[config.mk]
export PLATFORM = sky130hd
export DESIGN_NAME = modbus_register_map_server_core_flat
export DESIGN_NICKNAME = d
export VERILOG_FILES = /design/src/rtl/mbrm_pkg.sv /design/src/rtl/mbrm_req_if.sv /design/src/rtl/mbrm_rsp_if.sv /design/src/rtl/mbrm_ram.sv /design/src/rtl/mbrm_front.sv /design/src/rtl/mbrm_queue.sv /design/src/rtl/mbrm_back.sv /design/src/rtl/modbus_register_map_server_core.sv /design/src/flat_wrapper.sv
export VERILOG_INCLUDE_DIRS = /design/src /design/src/rtl
export SDC_FILE = /design/constraint.sdc
export NUM_CORES = 2
export LEC_CHECK = 0
export BUFFER_PORTS_ARGS = -buffer_cell sky130_fd_sc_hd__buf_2
export CORE_ASPECT_RATIO = 1.1
export CORE_MARGIN = 3
export CORE_UTILIZATION = 55
export DETAILED_ROUTE_END_ITERATION = 8
export GPL_TIMING_DRIVEN = 0
export PLACE_DENSITY_LB_ADDON = 0.08
export SLEW_MARGIN = 20
export SYNTH_ARGS = -nofsm -noshare
export SYNTH_HDL_FRONTEND = slang
export SYNTH_HIERARCHICAL = 1
export SYNTH_SLANG_ARGS = --single-unit
[constraint.sdc]
create_clock -name clk -period 23.9 [get_ports clk]
set_input_delay 1.195 -clock clk [delete_from_list [all_inputs] [get_ports clk]]
set_output_delay 1.195 -clock clk [all_outputs]
set_load 0.02 [all_outputs]
[src/rtl/modbus_register_map_server_core_macros.svh]
// assertion helpers for the register map server
`ifndef MODBUS_REGISTER_MAP_SERVER_CORE_MACROS_SVH
`define MODBUS_REGISTER_MAP_SERVER_CORE_MACROS_SVH

// same-cycle implication, disabled during reset
`define MBRM_ASSERT_NOW(label, clk, rst, pre, post) \
  label: assert property (@(posedge clk) disable iff (rst) (pre) |-> (post)) \
    else $error("register map check failed");

// next-cycle implication, disabled during reset
`define MBRM_ASSERT_NEXT(label, clk, rst, pre, post) \
  label: assert property (@(posedge clk) disable iff (rst) (pre) |=> (post)) \
    else $error("register map check failed");

`endif

[src/rtl/mbrm_pkg.sv]
package mbrm_pkg;

  // store depths
  localparam int COIL_DEPTH      = 256;
  localparam int DISCRETE_DEPTH  = 256;
  localparam int INPUT_REG_DEPTH = 64;
  localparam int HOLD_REG_DEPTH  = 64;

  localparam int COIL_AW     = (COIL_DEPTH > 1) ? $clog2(COIL_DEPTH) : 1;
  localparam int DISCRETE_AW = (DISCRETE_DEPTH > 1) ? $clog2(DISCRETE_DEPTH) : 1;
  localparam int INPUT_AW    = (INPUT_REG_DEPTH > 1) ? $clog2(INPUT_REG_DEPTH) : 1;
  localparam int HOLD_AW     = (HOLD_REG_DEPTH > 1) ? $clog2(HOLD_REG_DEPTH) : 1;

  localparam int BIT_AW = (COIL_AW > DISCRETE_AW) ? COIL_AW : DISCRETE_AW;
  localparam int REG_AW = (INPUT_AW > HOLD_AW) ? INPUT_AW : HOLD_AW;
  localparam int IDX_W  = (BIT_AW > REG_AW) ? BIT_AW : REG_AW;

  // clearing pass after reset covers the deepest store
  localparam int BIT_DEPTH = (COIL_DEPTH > DISCRETE_DEPTH) ? COIL_DEPTH : DISCRETE_DEPTH;
  localparam int REG_DEPTH = (INPUT_REG_DEPTH > HOLD_REG_DEPTH) ? INPUT_REG_DEPTH
                                                                : HOLD_REG_DEPTH;
  localparam int CLR_DEPTH = (BIT_DEPTH > REG_DEPTH) ? BIT_DEPTH : REG_DEPTH;
  localparam int CLR_W     = (CLR_DEPTH > 1) ? $clog2(CLR_DEPTH) : 1;

  // field widths
  localparam int ADDR_W  = 16;
  localparam int DATA_W  = 16;
  localparam int QTY_W   = 11;
  localparam int BYTES_W = 8;
  localparam int BITCNT_W = 9;
  localparam int REGCNT_W = 7;
  localparam int CFG_IDX_W  = 4;
  localparam int CFG_DATA_W = 9;

  // byte count arithmetic
  localparam int QCHK_W      = 12;
  localparam int BYTE_ROUND  = 7;
  localparam int BYTE_SHIFT  = 3;

  // element queue
  localparam int Q_DEPTH = 2;
  localparam int Q_AW    = (Q_DEPTH > 1) ? $clog2(Q_DEPTH) : 1;
  localparam int Q_CW    = $clog2(Q_DEPTH + 1);

  // configuration register indexes
  localparam logic [CFG_IDX_W-1:0] CFG_COIL_COUNT     = 4'd0;
  localparam logic [CFG_IDX_W-1:0] CFG_DISCRETE_COUNT = 4'd1;
  localparam logic [CFG_IDX_W-1:0] CFG_INPUT_COUNT    = 4'd2;
  localparam logic [CFG_IDX_W-1:0] CFG_HOLD_COUNT     = 4'd3;

  // status codes
  localparam logic [1:0] ST_OK        = 2'd0;
  localparam logic [1:0] ST_BAD_ADDR  = 2'd1;
  localparam logic [1:0] ST_BAD_VALUE = 2'd2;

  typedef enum logic [2:0] {
    ACT_RD_COIL     = 3'd0,
    ACT_RD_DISCRETE = 3'd1,
    ACT_RD_HOLD     = 3'd2,
    ACT_RD_INPUT    = 3'd3,
    ACT_WR_COIL     = 3'd4,
    ACT_WR_HOLD     = 3'd5,
    ACT_SET_DISCRETE = 3'd6,
    ACT_SET_INPUT   = 3'd7
  } action_t;

  // classified element passed from front to back
  typedef struct packed {
    action_t           action;
    logic [IDX_W-1:0]  index;
    logic [DATA_W-1:0] value;
    logic              first;
    logic              in_range;
    logic              bad_value;
    logic              last;
  } op_t;

endpackage

[src/rtl/mbrm_req_if.sv]
interface mbrm_req_if;
  logic        valid;
  logic        ready;
  logic [2:0]  action;
  logic [15:0] address;
  logic [15:0] value;
  logic        first;
  logic        multiple;
  logic [10:0] quantity;
  logic [7:0]  byte_count;
  logic        last;

  modport source (
    output valid, action, address, value, first, multiple, quantity, byte_count, last,
    input  ready
  );
  modport sink (
    input  valid, action, address, value, first, multiple, quantity, byte_count, last,
    output ready
  );
endinterface

[src/rtl/mbrm_rsp_if.sv]
interface mbrm_rsp_if;
  logic        valid;
  logic        ready;
  logic [15:0] read_value;
  logic [1:0]  status;
  logic        last_out;

  modport source (
    output valid, read_value, status, last_out,
    input  ready
  );
  modport sink (
    input  valid, read_value, status, last_out,
    output ready
  );
endinterface

[src/rtl/mbrm_ram.sv]
module mbrm_ram #(
  parameter int WIDTH = 16,
  parameter int DEPTH = 64
) (
  input  logic                     clk,
  input  logic                     we,
  input  logic                     re,
  input  logic [((DEPTH > 1) ? $clog2(DEPTH) : 1)-1:0] addr,
  input  logic [WIDTH-1:0]         wdata,
  output logic [WIDTH-1:0]         rdata
);

  logic [WIDTH-1:0] mem [DEPTH];

  // single port, registered read
  always_ff @(posedge clk) begin
    if (we) begin
      mem[addr] <= wdata;
    end
    if (re) begin
      rdata <= mem[addr];
    end
  end

endmodule

[src/rtl/mbrm_front.sv]
module mbrm_front (
  mbrm_req_if.sink                              req,
  input  logic [mbrm_pkg::BITCNT_W-1:0]         coil_count,
  input  logic [mbrm_pkg::BITCNT_W-1:0]         discrete_count,
  input  logic [mbrm_pkg::REGCNT_W-1:0]         input_reg_count,
  input  logic [mbrm_pkg::REGCNT_W-1:0]         hold_reg_count,
  input  logic                                  q_full,
  output logic                                  push,
  output mbrm_pkg::op_t                         op
);

  mbrm_pkg::action_t                 act;
  logic [mbrm_pkg::ADDR_W-1:0]       cnt;
  logic [mbrm_pkg::ADDR_W-1:0]       depth;
  logic [mbrm_pkg::QCHK_W-1:0]       coil_bytes;
  logic [mbrm_pkg::QCHK_W-1:0]       hold_bytes;
  logic [mbrm_pkg::QCHK_W-1:0]       bytes_ext;
  logic                              mismatch;

  assign act = mbrm_pkg::action_t'(req.action);

  // accept whenever the queue has room
  assign req.ready = !q_full;
  assign push      = req.valid && !q_full;

  // count and depth of the addressed store
  always_comb begin
    unique case (act)
      mbrm_pkg::ACT_RD_COIL, mbrm_pkg::ACT_WR_COIL: begin
        cnt   = mbrm_pkg::ADDR_W'(coil_count);
        depth = mbrm_pkg::ADDR_W'(mbrm_pkg::COIL_DEPTH);
      end
      mbrm_pkg::ACT_RD_DISCRETE, mbrm_pkg::ACT_SET_DISCRETE: begin
        cnt   = mbrm_pkg::ADDR_W'(discrete_count);
        depth = mbrm_pkg::ADDR_W'(mbrm_pkg::DISCRETE_DEPTH);
      end
      mbrm_pkg::ACT_RD_INPUT, mbrm_pkg::ACT_SET_INPUT: begin
        cnt   = mbrm_pkg::ADDR_W'(input_reg_count);
        depth = mbrm_pkg::ADDR_W'(mbrm_pkg::INPUT_REG_DEPTH);
      end
      default: begin
        cnt   = mbrm_pkg::ADDR_W'(hold_reg_count);
        depth = mbrm_pkg::ADDR_W'(mbrm_pkg::HOLD_REG_DEPTH);
      end
    endcase
  end

  // byte count check for multiple writes
  assign coil_bytes = (mbrm_pkg::QCHK_W'(req.quantity) + mbrm_pkg::QCHK_W'(mbrm_pkg::BYTE_ROUND))
                      >> mbrm_pkg::BYTE_SHIFT;
  assign hold_bytes = {req.quantity, 1'b0};
  assign bytes_ext  = mbrm_pkg::QCHK_W'(req.byte_count);

  always_comb begin
    unique case (act)
      mbrm_pkg::ACT_WR_COIL: mismatch = (coil_bytes != bytes_ext);
      mbrm_pkg::ACT_WR_HOLD: mismatch = (hold_bytes != bytes_ext);
      default:               mismatch = 1'b0;
    endcase
  end

  // classified element
  always_comb begin
    op.action    = act;
    op.index     = req.address[mbrm_pkg::IDX_W-1:0];
    op.value     = req.value;
    op.first     = req.first;
    op.in_range  = (req.address < cnt) && (req.address < depth);
    op.bad_value = req.first && req.multiple && mismatch;
    op.last      = req.last;
  end

endmodule

[src/rtl/mbrm_queue.sv]
module mbrm_queue (
  input  logic                        clk,
  input  logic                        rst,
  input  logic                        push,
  input  mbrm_pkg::op_t               op_in,
  input  logic                        pop,
  output mbrm_pkg::op_t               head,
  output logic                        empty,
  output logic                        full,
  output logic [mbrm_pkg::Q_CW-1:0]   count
);

  mbrm_pkg::op_t               entries [mbrm_pkg::Q_DEPTH];
  logic [mbrm_pkg::Q_AW-1:0]   wr_ptr;
  logic [mbrm_pkg::Q_AW-1:0]   rd_ptr;

  assign empty = (count == '0);
  assign full  = (count == mbrm_pkg::Q_CW'(mbrm_pkg::Q_DEPTH));
  assign head  = entries[rd_ptr];

  // pointer and fill count
  always_ff @(posedge clk) begin
    if (rst) begin
      wr_ptr <= '0;
      rd_ptr <= '0;
      count  <= '0;
    end else begin
      if (push) begin
        wr_ptr <= (wr_ptr == mbrm_pkg::Q_AW'(mbrm_pkg::Q_DEPTH - 1)) ? '0 : wr_ptr + 1'b1;
      end
      if (pop) begin
        rd_ptr <= (rd_ptr == mbrm_pkg::Q_AW'(mbrm_pkg::Q_DEPTH - 1)) ? '0 : rd_ptr + 1'b1;
      end
      if (push && !pop) begin
        count <= count + 1'b1;
      end else if (pop && !push) begin
        count <= count - 1'b1;
      end
    end
  end

  // entry storage
  always_ff @(posedge clk) begin
    if (push) begin
      entries[wr_ptr] <= op_in;
    end
  end

endmodule

[src/rtl/mbrm_back.sv]
module mbrm_back (
  input  logic          clk,
  input  logic          rst,
  input  mbrm_pkg::op_t head,
  input  logic          empty,
  output logic          pop,
  mbrm_rsp_if.source    rsp
);

  logic [1:0]        latch;
  logic [1:0]        latch_eff;
  logic [1:0]        st;
  logic              do_op;
  logic              issue;

  logic              coil_we, coil_re, disc_we, disc_re;
  logic              inp_we, inp_re, hold_we, hold_re;
  logic              coil_q, disc_q;
  logic [mbrm_pkg::DATA_W-1:0] inp_q, hold_q;

  logic                         clearing;
  logic [mbrm_pkg::CLR_W-1:0]   clr_idx;
  logic                         bit_wdata;
  logic [mbrm_pkg::DATA_W-1:0]  reg_wdata;

  logic [mbrm_pkg::COIL_AW-1:0]     coil_idx;
  logic [mbrm_pkg::DISCRETE_AW-1:0] disc_idx;
  logic [mbrm_pkg::INPUT_AW-1:0]    inp_idx;
  logic [mbrm_pkg::HOLD_AW-1:0]     hold_idx;

  logic [mbrm_pkg::COIL_AW-1:0]     coil_addr;
  logic [mbrm_pkg::DISCRETE_AW-1:0] disc_addr;
  logic [mbrm_pkg::INPUT_AW-1:0]    inp_addr;
  logic [mbrm_pkg::HOLD_AW-1:0]     hold_addr;

  mbrm_pkg::action_t out_act;
  logic              out_rd;
  logic [mbrm_pkg::DATA_W-1:0] rd_mux;

  assign coil_idx = head.index[mbrm_pkg::COIL_AW-1:0];
  assign disc_idx = head.index[mbrm_pkg::DISCRETE_AW-1:0];
  assign inp_idx  = head.index[mbrm_pkg::INPUT_AW-1:0];
  assign hold_idx = head.index[mbrm_pkg::HOLD_AW-1:0];

  // clearing pass after reset, one entry of every store per cycle
  always_ff @(posedge clk) begin
    if (rst) begin
      clearing <= 1'b1;
      clr_idx  <= '0;
    end else if (clearing) begin
      if (clr_idx == mbrm_pkg::CLR_W'(mbrm_pkg::CLR_DEPTH - 1)) begin
        clearing <= 1'b0;
      end
      clr_idx <= clr_idx + 1'b1;
    end
  end

  // issue the head element when the output stage is free
  assign issue = !clearing && !empty && (!rsp.valid || rsp.ready);
  assign pop   = issue;

  // error latch handling, first element clears it
  always_comb begin
    latch_eff = head.first ? mbrm_pkg::ST_OK : latch;
    do_op     = 1'b0;
    if (latch_eff != mbrm_pkg::ST_OK) begin
      st = latch_eff;
    end else if (head.bad_value) begin
      st = mbrm_pkg::ST_BAD_VALUE;
    end else if (!head.in_range) begin
      st = mbrm_pkg::ST_BAD_ADDR;
    end else begin
      st    = mbrm_pkg::ST_OK;
      do_op = 1'b1;
    end
  end

  // store enables
  always_comb begin
    coil_we = 1'b0;
    coil_re = 1'b0;
    disc_we = 1'b0;
    disc_re = 1'b0;
    inp_we  = 1'b0;
    inp_re  = 1'b0;
    hold_we = 1'b0;
    hold_re = 1'b0;
    unique case (head.action)
      mbrm_pkg::ACT_RD_COIL:      coil_re = issue && do_op;
      mbrm_pkg::ACT_RD_DISCRETE:  disc_re = issue && do_op;
      mbrm_pkg::ACT_RD_HOLD:      hold_re = issue && do_op;
      mbrm_pkg::ACT_RD_INPUT:     inp_re  = issue && do_op;
      mbrm_pkg::ACT_WR_COIL:      coil_we = issue && do_op;
      mbrm_pkg::ACT_WR_HOLD:      hold_we = issue && do_op;
      mbrm_pkg::ACT_SET_DISCRETE: disc_we = issue && do_op;
      mbrm_pkg::ACT_SET_INPUT:    inp_we  = issue && do_op;
      default: ;
    endcase
  end

  // store ports, owned by the clearing pass until it ends
  assign coil_addr = clearing ? clr_idx[mbrm_pkg::COIL_AW-1:0] : coil_idx;
  assign disc_addr = clearing ? clr_idx[mbrm_pkg::DISCRETE_AW-1:0] : disc_idx;
  assign inp_addr  = clearing ? clr_idx[mbrm_pkg::INPUT_AW-1:0] : inp_idx;
  assign hold_addr = clearing ? clr_idx[mbrm_pkg::HOLD_AW-1:0] : hold_idx;
  assign bit_wdata = clearing ? 1'b0 : head.value[0];
  assign reg_wdata = clearing ? '0 : head.value;

  // the four stores
  mbrm_ram #(.WIDTH(1), .DEPTH(mbrm_pkg::COIL_DEPTH)) u_coil (
    .clk(clk), .we(coil_we || clearing), .re(coil_re), .addr(coil_addr),
    .wdata(bit_wdata), .rdata(coil_q)
  );
  mbrm_ram #(.WIDTH(1), .DEPTH(mbrm_pkg::DISCRETE_DEPTH)) u_disc (
    .clk(clk), .we(disc_we || clearing), .re(disc_re), .addr(disc_addr),
    .wdata(bit_wdata), .rdata(disc_q)
  );
  mbrm_ram #(.WIDTH(mbrm_pkg::DATA_W), .DEPTH(mbrm_pkg::INPUT_REG_DEPTH)) u_inp (
    .clk(clk), .we(inp_we || clearing), .re(inp_re), .addr(inp_addr),
    .wdata(reg_wdata), .rdata(inp_q)
  );
  mbrm_ram #(.WIDTH(mbrm_pkg::DATA_W), .DEPTH(mbrm_pkg::HOLD_REG_DEPTH)) u_hold (
    .clk(clk), .we(hold_we || clearing), .re(hold_re), .addr(hold_addr),
    .wdata(reg_wdata), .rdata(hold_q)
  );

  // latch and output register
  always_ff @(posedge clk) begin
    if (rst) begin
      latch     <= mbrm_pkg::ST_OK;
      rsp.valid <= 1'b0;
    end else if (issue) begin
      latch     <= st;
      rsp.valid <= 1'b1;
    end else if (rsp.ready) begin
      rsp.valid <= 1'b0;
    end
  end

  always_ff @(posedge clk) begin
    if (issue) begin
      rsp.status   <= st;
      rsp.last_out <= head.last;
      out_act      <= head.action;
      out_rd       <= do_op;
    end
  end

  // read data select from the registered store outputs
  always_comb begin
    unique case (out_act)
      mbrm_pkg::ACT_RD_COIL:     rd_mux = mbrm_pkg::DATA_W'(coil_q);
      mbrm_pkg::ACT_RD_DISCRETE: rd_mux = mbrm_pkg::DATA_W'(disc_q);
      mbrm_pkg::ACT_RD_HOLD:     rd_mux = hold_q;
      mbrm_pkg::ACT_RD_INPUT:    rd_mux = inp_q;
      default:                   rd_mux = '0;
    endcase
  end

  assign rsp.read_value = out_rd ? rd_mux : '0;

endmodule

[src/rtl/modbus_register_map_server_core.sv]
// Modbus data-model server: each accepted transaction is one element of a request
// (read, write, or local set on coils, discrete inputs, input or holding registers)
// and yields exactly one response transaction with read data, status and the last
// flag. Elements sustain one per clock while the response side is ready, set by the
// single access each store makes per element. An accepted element is written into the
// two-entry element queue and issued from it into the store read and the output
// register, which presents its response; while a response is held, two more elements
// fill the queue and then the request side stalls. After reset a clearing pass over
// the deepest store zeroes every store; elements are accepted until the queue is full,
// but none is issued before the pass ends. The user must write counts through the
// configuration port only while no element is in flight; the core does not enforce it.
`include "modbus_register_map_server_core_macros.svh"

module modbus_register_map_server_core (
  input  logic                             clk,
  input  logic                             rst,
  input  logic                             cfg_we,
  input  logic [mbrm_pkg::CFG_IDX_W-1:0]   cfg_index,
  input  logic [mbrm_pkg::CFG_DATA_W-1:0]  cfg_data,
  mbrm_req_if.sink                         req,
  mbrm_rsp_if.source                       rsp
);

  logic [mbrm_pkg::BITCNT_W-1:0] coil_count;
  logic [mbrm_pkg::BITCNT_W-1:0] discrete_count;
  logic [mbrm_pkg::REGCNT_W-1:0] input_reg_count;
  logic [mbrm_pkg::REGCNT_W-1:0] hold_reg_count;

  logic                        push;
  logic                        pop;
  logic                        q_empty;
  logic                        q_full;
  logic [mbrm_pkg::Q_CW-1:0]   q_count;
  mbrm_pkg::op_t               op;
  mbrm_pkg::op_t               head;
  logic                        rsp_has_data;

  // configuration registers
  always_ff @(posedge clk) begin
    if (rst) begin
      coil_count      <= '0;
      discrete_count  <= '0;
      input_reg_count <= '0;
      hold_reg_count  <= '0;
    end else if (cfg_we) begin
      unique case (cfg_index)
        mbrm_pkg::CFG_COIL_COUNT:     coil_count      <= cfg_data;
        mbrm_pkg::CFG_DISCRETE_COUNT: discrete_count  <= cfg_data;
        mbrm_pkg::CFG_INPUT_COUNT:    input_reg_count <= cfg_data[mbrm_pkg::REGCNT_W-1:0];
        mbrm_pkg::CFG_HOLD_COUNT:     hold_reg_count  <= cfg_data[mbrm_pkg::REGCNT_W-1:0];
        default: ;
      endcase
    end
  end

  // classify incoming elements
  mbrm_front u_front (
    .req             (req),
    .coil_count      (coil_count),
    .discrete_count  (discrete_count),
    .input_reg_count (input_reg_count),
    .hold_reg_count  (hold_reg_count),
    .q_full          (q_full),
    .push            (push),
    .op              (op)
  );

  // element queue
  mbrm_queue u_queue (
    .clk   (clk),
    .rst   (rst),
    .push  (push),
    .op_in (op),
    .pop   (pop),
    .head  (head),
    .empty (q_empty),
    .full  (q_full),
    .count (q_count)
  );

  // store access and response
  mbrm_back u_back (
    .clk   (clk),
    .rst   (rst),
    .head  (head),
    .empty (q_empty),
    .pop   (pop),
    .rsp   (rsp)
  );

  // checks
  assign rsp_has_data = rsp.valid && (rsp.read_value != '0);

  `MBRM_ASSERT_NEXT(a_accept_queued, clk, rst, req.valid && req.ready, q_count != '0)
  `MBRM_ASSERT_NOW(a_read_only_ok, clk, rst, rsp_has_data, rsp.status == mbrm_pkg::ST_OK)
  `MBRM_ASSERT_NOW(a_status_code, clk, rst, rsp.valid, rsp.status != 2'd3)

endmodule

[src/flat_wrapper.sv]
// flat-port wrapper written by rule: the top's interface ports become plain ports
module modbus_register_map_server_core_flat 
  (clk, rst, cfg_we, cfg_index, cfg_data, req_valid, req_action, req_address, req_value, req_first, req_multiple, req_quantity, req_byte_count, req_last, req_ready, rsp_valid, rsp_read_value, rsp_status, rsp_last_out, rsp_ready);
  mbrm_req_if req_i ();
  mbrm_rsp_if rsp_i ();
  input  logic clk;
  input  logic rst;
  input  logic cfg_we;
  input  logic [mbrm_pkg::CFG_IDX_W-1:0] cfg_index;
  input  logic [mbrm_pkg::CFG_DATA_W-1:0] cfg_data;
  input wire logic [$bits(req_i.valid)-1:0] req_valid;
  input wire logic [$bits(req_i.action)-1:0] req_action;
  input wire logic [$bits(req_i.address)-1:0] req_address;
  input wire logic [$bits(req_i.value)-1:0] req_value;
  input wire logic [$bits(req_i.first)-1:0] req_first;
  input wire logic [$bits(req_i.multiple)-1:0] req_multiple;
  input wire logic [$bits(req_i.quantity)-1:0] req_quantity;
  input wire logic [$bits(req_i.byte_count)-1:0] req_byte_count;
  input wire logic [$bits(req_i.last)-1:0] req_last;
  output wire logic [$bits(req_i.ready)-1:0] req_ready;
  output wire logic [$bits(rsp_i.valid)-1:0] rsp_valid;
  output wire logic [$bits(rsp_i.read_value)-1:0] rsp_read_value;
  output wire logic [$bits(rsp_i.status)-1:0] rsp_status;
  output wire logic [$bits(rsp_i.last_out)-1:0] rsp_last_out;
  input wire logic [$bits(rsp_i.ready)-1:0] rsp_ready;
  assign req_i.valid = req_valid;
  assign req_i.action = req_action;
  assign req_i.address = req_address;
  assign req_i.value = req_value;
  assign req_i.first = req_first;
  assign req_i.multiple = req_multiple;
  assign req_i.quantity = req_quantity;
  assign req_i.byte_count = req_byte_count;
  assign req_i.last = req_last;
  assign req_ready = req_i.ready;
  assign rsp_valid = rsp_i.valid;
  assign rsp_read_value = rsp_i.read_value;
  assign rsp_status = rsp_i.status;
  assign rsp_last_out = rsp_i.last_out;
  assign rsp_i.ready = rsp_ready;
  modbus_register_map_server_core u_core (.clk(clk), .rst(rst), .cfg_we(cfg_we), .cfg_index(cfg_index), .cfg_data(cfg_data), .req(req_i), .rsp(rsp_i));
endmodule
; ---- After elaboration in Yosys (flattened, before gate mapping)
; Memory sizes are Yosys's and may differ from the RTL's. A register that Yosys moved wholly into a read port is not among the register bits.
; Index checks and enable logic that the tools add are counted.
[totals]
register_bits = 55
elab_cells = 131
ramBits = 2622
n_memories = 5
[mem_list]
columns = name, words, word_bits, rd, rd_clocked_by_memory_dff, write_ports, line_no
row1 = u_core.u_back.u_hold.mem, 64, 16, 1, 1, 1, mbrm_ram.sv:13  ; logic [WIDTH-1:0] mem [DEPTH];
row2 = u_core.u_back.u_inp.mem, 64, 16, 1, 1, 1, mbrm_ram.sv:13
row3 = u_core.u_back.u_coil.mem, 256, 1, 1, 1, 1, mbrm_ram.sv:13
row4 = u_core.u_back.u_disc.mem, 256, 1, 1, 1, 1, mbrm_ram.sv:13
row5 = u_core.u_queue.entries, 2, 31, 1, 1, 1, mbrm_queue.sv:13  ; mbrm_pkg::op_t entries [mbrm_pkg::Q_DEPTH];
[op_classes]
n_addsub = 6
muxes = 44
n_lt_le_gt_ge = 2
n_reduce_logical = 36
eq_ne = 23
[ops]
columns = cell, n
row1 = $pmux W16 S4, 1
row2 = $lt A16 B16 Y1, 2
row3 = $mux W16, 2
row4 = $mux W1, 31
row5 = $pmux W9 S3, 1
row6 = $eq A3 B3 Y1 const B, 8
row7 = $eq A3 B2 Y1 const B, 5
row8 = $add A11 B3 Y12 const B, 1
row9 = $ne A12 B8 Y1, 1
row10 = $mux W2, 5
row11 = $eq A3 B1 Y1 const B, 3
row12 = $logic_and A1 B1 Y1, 9
row13 = $logic_not A3 Y1, 3
row14 = $mux W9, 1
row15 = $ne A9 B8 Y1, 1
row16 = $add A8 B1 Y8 const B, 1
row17 = $eq A4 B2 Y1 const B, 2
row18 = $eq A8 B8 Y1 const B, 1
row19 = $mux W8, 1
row20 = $reduce_and A2 Y1, 4
row21 = $logic_not A1 Y1, 6
row22 = $mux W6, 1
row23 = $reduce_bool A2 Y1, 3
row24 = $reduce_or A2 Y1, 3
row25 = other kinds (10), 15

; ---- Longest topological paths before layout
[depth]
depth_word = 9
ltp_mapped = 15

; ---- By module
; Netlist, hierarchy kept.
[by_module_without_submodules]
columns = mod, area_each_um2, instances, cells_per_inst
row1 = mbrm_ram (u_core.u_back.u_hold ...), 39640.5, 2, 2264
row2 = mbrm_ram (u_core.u_back.u_coil ...), 11016.8, 2, 748
row3 = mbrm_queue, 2433.6, 1, 118
row4 = mbrm_back, 1317.5, 1, 148
row5 = modbus_register_map_server_core, 1315.0, 1, 117
row6 = mbrm_front, 1207.4, 1, 173

; ---- Worst setup path before layout
; Ideal clock, no wire load.
[synth_timing]
path_kind = reg-to-reg
start = register (tool-made name)
end = memory u_core.u_back.u_coil.mem[0], data pin
path_stages_with_launch = 4
path_buffers = 1
required_ps = 20546
setup_time_ps = 3354
path_slack_ps = 4247
period_less_slack_ps = 19653
arrival_ps = 16299
cell_sequence = dfxtp_1 > buf_2 > mux2_2 > nor2b_1
[synth_lines]
columns = element, line_no
row1 = to (decl), mbrm_ram.sv:13

==> flow_summary.html <==
<table>
<tr><th>Metric</th><th>Value</th></tr>
<tr><th colspan="2">Status</th></tr>
<tr><td>Outcome</td><td>finished clean</td></tr>
<tr><th colspan="2">Global route</th></tr>
<tr><td>Busiest metal layer after global routing</td><td>met2</td></tr>
<tr><td>Vias in the first global route</td><td>64236</td></tr>
<tr><td>Global-route track usage on met3</td><td>0.0747</td></tr>
<tr><td>Number of antenna violations at the first check in global routing</td><td>17</td></tr>
<tr><td>Global routing met1 resource utilization</td><td>0.428</td></tr>
<tr><td>Total grt overflow</td><td>0</td></tr>
<tr><td>Largest net degree at the start of global routing</td><td>44</td></tr>
<tr><td>Wire length of the first global-routing pass</td><td>473000 um</td></tr>
<tr><td>Total global-route track usage</td><td>0.334</td></tr>
<tr><td>Routing usage on met2</td><td>0.524</td></tr>
<tr><th colspan="2">Critical path</th></tr>
<tr><td>Crit-path max FO</td><td>14</td></tr>
<tr><td>Worst-path cell with the longest stage delay</td><td>sky130_fd_sc_hd__nor2_2</td></tr>
<tr><td>Slowest Stage Delay on Critical Path</td><td>0.91 ns</td></tr>
<tr><td>Kind of start point of the critical path</td><td>flip-flop</td></tr>
<tr><td>Critical path's top delay family</td><td>buffers and inverters</td></tr>
<tr><td>Most frequent cell on the critical path</td><td>sky130_fd_sc_hd__buf_2</td></tr>
<tr><td>Element type at the critical path end</td><td>flip-flop</td></tr>
<tr><td>Req. time, crit path</td><td>24.53 ns</td></tr>
<tr><td>Category of the most critical setup path</td><td>reg2reg</td></tr>
<tr><td>CP arrival</td><td>6.91 ns</td></tr>
<tr><td>Count of buffering cells on the critical path with inverters included</td><td>6</td></tr>
<tr><td>Ordered list of cells on the worst path</td><td>buf_2 -&gt; mux2_2 -&gt; mux2_2 -&gt; buf_4 -&gt; nor2_2 -&gt; buf_2 -&gt; buf_2 -&gt; buf_2 -&gt; nand3_1 -&gt; nor2_2 -&gt; buf_8</td></tr>
<tr><th colspan="2">Pwr</th></tr>
<tr><td>Proportion of power drawn by combinational gates</td><td>0.060</td></tr>
<tr><td>Proportion of total power due to net switching</td><td>0.220</td></tr>
<tr><td>Internal Power</td><td>7.81 mW</td></tr>
<tr><td>Leakage dissipation</td><td>44.4 nW</td></tr>
<tr><td>Share of power burned in the clock network</td><td>0.422</td></tr>
<tr><td>Net switching power</td><td>2.21 mW</td></tr>
<tr><td>Max VDD drop</td><td>0.0000767 V</td></tr>
<tr><td>Sequential power share</td><td>0.518</td></tr>
<tr><td>Pwr dens</td><td>80.7 nW/um2</td></tr>
<tr><th colspan="2">CTS</th></tr>
<tr><td>Setup bufs post-CTS</td><td>0</td></tr>
<tr><td>Clock buffers created by TritonCTS</td><td>288</td></tr>
<tr><td>TritonCTS clock tree</td><td>yes</td></tr>
<tr><td>H-Tree Level Count</td><td>5</td></tr>
<tr><td>Clock Sinks</td><td>2712</td></tr>
<tr><td>Count of hold buffers inserted by post-cts repair</td><td>0</td></tr>
<tr><td>Post-cts repair resize count</td><td>0</td></tr>
<tr><td>Clock Tree Buf Depth</td><td>4</td></tr>
<tr><td>Clock network latency to the later pin of the worst-skew pair</td><td>0.94 ns</td></tr>
<tr><td>CTS clock-pin slew for the worst setup and hold paths</td><td>0.06 ns</td></tr>
<tr><td>Root Driver</td><td>sky130_fd_sc_hd__clkbuf_16</td></tr>
<tr><th colspan="2">Cells and area</th></tr>
<tr><td>Finished layout cell area</td><td>124000 um2</td></tr>
<tr><td>Post-layout util</td><td>0.641</td></tr>
<tr><td>Synth-to-layout area growth</td><td>15.3%</td></tr>
<tr><td>Post-layout net count</td><td>7242</td></tr>
<tr><td>Multi-input gate area in the final layout</td><td>24700 um2</td></tr>
<tr><td>Most frequent cells in the layout</td><td>2663 x sky130_fd_sc_hd__edfxtp_1, 749 x sky130_fd_sc_hd__nor2_1, 474 x sky130_fd_sc_hd__a22oi_1, 357 x sky130_fd_sc_hd__mux2i_1, 307 x sky130_fd_sc_hd__clkbuf_1</td></tr>
<tr><td>Share of final-layout standard cells stronger than drive strength 1</td><td>0.173</td></tr>
<tr><td>Number of fill cells in the layout</td><td>13958</td></tr>
<tr><td>Register cell area after layout</td><td>80900 um2</td></tr>
<tr><td>Most common library cell in the layout ignoring fill and taps</td><td>sky130_fd_sc_hd__edfxtp_1</td></tr>
<tr><th colspan="2">Logic synthesis</th></tr>
<tr><td>Fraction of the yosys area taken by sequential cells</td><td>0.752</td></tr>
<tr><td>Synthesized net count</td><td>6666</td></tr>
<tr><td>Top area cells in the synthesized netlist</td><td>sky130_fd_sc_hd__edfxtp_1 74%, sky130_fd_sc_hd__mux2i_1 3.3%, sky130_fd_sc_hd__a22oi_1 3.3%, sky130_fd_sc_hd__nor2_1 3.1%, sky130_fd_sc_hd__mux4_2 3.0%</td></tr>
<tr><td>Asr flop ratio synth</td><td>0</td></tr>
<tr><td>Prevailing post-synth register cell</td><td>sky130_fd_sc_hd__edfxtp_1</td></tr>
<tr><td>Post-Synthesis Cells</td><td>6580</td></tr>
<tr><td>Synth top area share</td><td>0.743</td></tr>
<tr><td>Synth Warn #</td><td>6</td></tr>
<tr><td>Area of the mapped netlist</td><td>108000 um2</td></tr>
<tr><td>Most area-hungry cell type in the Yosys netlist</td><td>sky130_fd_sc_hd__edfxtp_1</td></tr>
<tr><td>Post-synth cell types</td><td>80</td></tr>
<tr><td>Flops &amp; latches, synth</td><td>2712</td></tr>
<tr><td>Synth Area per Inst</td><td>16.4 um2</td></tr>
<tr><td>Post-synth EDFFs</td><td>2663</td></tr>
<tr><th colspan="2">STA</th></tr>
<tr><td>Max-slew violations</td><td>0</td></tr>
<tr><td>Share of the cycle needed by the critical path after routing</td><td>0.263</td></tr>
<tr><td>WHS</td><td>0.455 ns</td></tr>
<tr><td>Final setup margin</td><td>17.62 ns</td></tr>
<tr><td>Number of endpoints with negative hold slack in the final report</td><td>0</td></tr>
<tr><td>Pin slew with the least headroom to its limit</td><td>1.23 ns</td></tr>
<tr><td>Fin crit period</td><td>6.28 ns</td></tr>
<tr><td>Final Skew</td><td>0.0440 ns</td></tr>
<tr><td>Count of final setup violators</td><td>0</td></tr>
<tr><td>RSZ-0062 raised after global routing</td><td>no</td></tr>
<tr><td>Highest clock rate</td><td>159 MHz</td></tr>
<tr><td>Slew headroom</td><td>0.179</td></tr>
<tr><th colspan="2">Drt</th></tr>
<tr><td>Iteration-0 DRC count of the detailed router</td><td>8574</td></tr>
<tr><td>Antenna Nets Post-Route</td><td>0</td></tr>
<tr><td>Residual DRC</td><td>0</td></tr>
<tr><td>Detailed Routing Iterations Pass 1</td><td>6</td></tr>
<tr><td>Post-DR wirelength/cell</td><td>34.0 um</td></tr>
<tr><td>Via count normalized by instance count</td><td>6.64</td></tr>
<tr><td>DR vias</td><td>65907</td></tr>
<tr><td>Post-detailed-routing wire length</td><td>338000 um</td></tr>
<tr><th colspan="2">Floorplanning</th></tr>
<tr><td>Core area</td><td>194000 um2</td></tr>
<tr><td>Cell row count</td><td>169</td></tr>
<tr><td>I/O pin count</td><td>96</td></tr>
<tr><td>Chip width</td><td>428 um</td></tr>
<tr><td>Full die area</td><td>201000 um2</td></tr>
<tr><td>Starting density of the core</td><td>0.555</td></tr>
<tr><td>Die height</td><td>470 um</td></tr>
<tr><th colspan="2">Place</th></tr>
<tr><td>Detailed Place HPWL</td><td>236000 um</td></tr>
<tr><td>Final RePlAce weighted congestion</td><td>1.04</td></tr>
<tr><td>Placed instance area</td><td>115000 um2</td></tr>
<tr><td>Count of input and output buffers</td><td>76</td></tr>
<tr><td>Place WS</td><td>17.88 ns</td></tr>
<tr><th colspan="2">Worst hold path</th></tr>
<tr><td>Hold wc startpoint</td><td>req_value[14]</td></tr>
<tr><td>Class of the tightest hold or removal check</td><td>in2reg</td></tr>
<tr><th colspan="2">Job</th></tr>
<tr><td>Max-cap viol count</td><td>0</td></tr>
</table>
## path summary, 6_finish.rpt
| check | slack (ns) | cells after the start | endpoint |
|---|---|---|---|
| setup / recovery | 17.62 | 11 | u_core/u_back/u_hold/mem[12][6]$_DFFE_PP_ |
| hold / removal | 0.45 | 1 | u_core/u_queue/entries[1][18]$_DFFE_PP_ |
| setup reg to reg | 17.62 | 11 | u_core/u_back/u_hold/mem[12][6]$_DFFE_PP_ |
| hold reg to reg | 0.47 | 2 | u_core/coil_count[7]$_SDFFE_PP0P_ |
## cell type report
type,count,share of cell area
diodes,6,0.000121
plain buffers,494,0.0202
clock buffers,370,0.0618
clock inverters,120,0.00846
inverters,18,0.000544
multi-input cells,3356,0.199
flip-flops and latches,2712,0.652
well taps,2565,0.0259
repair buffers,286,0.0317
## power groups by stage
stage	Sequential, mW	Combinational (mW)	Clock [mW]
2_1_floorplan	5.29	0.305	0
3_3_place_gp	5.29	0.564	0
3_5_place_dp	5.29	0.583	0
4_1_cts	5.19	0.585	4.28
5_1_grt	5.19	0.615	4.47
6_report	5.19	0.605	4.22
## state kept, by name (all words and copies together) (netlist names), named ones only
signal	cells
u_core/coil_count	9
u_core/u_back/rsp.last_out	1
u_core/hold_reg_count	7
u_core/u_queue/count	2
u_core/u_back/u_coil/rdata	1
u_core/u_queue/rd_ptr	1
u_core/u_back/clearing	1
u_core/u_back/rsp.status	2
u_core/u_back/rsp.valid	1
u_core/u_back/u_hold/mem	1024
u_core/u_queue/entries	62
u_core/u_back/u_inp/mem	1024
u_core/u_back/u_inp/rdata	16
u_core/u_back/out_rd	1
u_core/u_back/u_disc/mem	256
u_core/u_back/u_coil/mem	256
u_core/u_queue/wr_ptr	1
u_core/u_back/u_disc/rdata	1
u_core/u_back/clr_idx	8
u_core/discrete_count	9
u_core/u_back/out_act	3
u_core/u_back/u_hold/rdata	16
u_core/u_back/latch	2
u_core/input_reg_count	7
## logic make-up after synthesis
logic type	share of synthesized area
DFF	0.752
AOI/OAI and AO/OA	0.0960
and+or+nand+nor	0.0543
muxes	0.0705
buffers and inverters	0.0239
xor gates and xnor gates	0.00163
adders and majority gates	0.00128
## cells in the mapped netlist (36+ instances only)
master / n
sky130_fd_sc_hd__o22a_1: 55
sky130_fd_sc_hd__a22oi_1: 474
sky130_fd_sc_hd__buf_2: 132
sky130_fd_sc_hd__o221ai_1: 36
sky130_fd_sc_hd__mux4_2: 141
sky130_fd_sc_hd__a31oi_1: 51
sky130_fd_sc_hd__mux2_2: 72
sky130_fd_sc_hd__a211oi_1: 41
sky130_fd_sc_hd__buf_4: 68
sky130_fd_sc_hd__a21oi_1: 166
sky130_fd_sc_hd__nand2b_1: 57
sky130_fd_sc_hd__a221oi_1: 212
sky130_fd_sc_hd__o22ai_1: 125
sky130_fd_sc_hd__mux2i_1: 357
sky130_fd_sc_hd__nand3_1: 40
sky130_fd_sc_hd__o21ai_0: 80
sky130_fd_sc_hd__nor2b_1: 57
sky130_fd_sc_hd__nand2_1: 178
sky130_fd_sc_hd__dfxtp_1: 49
sky130_fd_sc_hd__clkbuf_1: 236
sky130_fd_sc_hd__nor2_1: 877
sky130_fd_sc_hd__edfxtp_1: 2663
sky130_fd_sc_hd__a22o_1: 42
## per-layer routing
| metal | share of wire | wire length [um] |
|---|---|---|
| met3 | 0.098 | 33200 |
| met2 | 0.47 | 159000 |
| met5 | 0.000059 | 20 |
| met4 | 0.071 | 24100 |
| met1 | 0.36 | 121000 |
## per-stage QoR
stage	setup TNS [ns]	std cells	total power, mW
finish	0	9927	10.0
global route	0	9922	10.3
CTS	0	9921	10.1
detailed placement	0	9431	5.87
global placement	-5144.37	9221	5.86
floorplan	0	6580	5.59
Power figures use the tool's default switching activity.
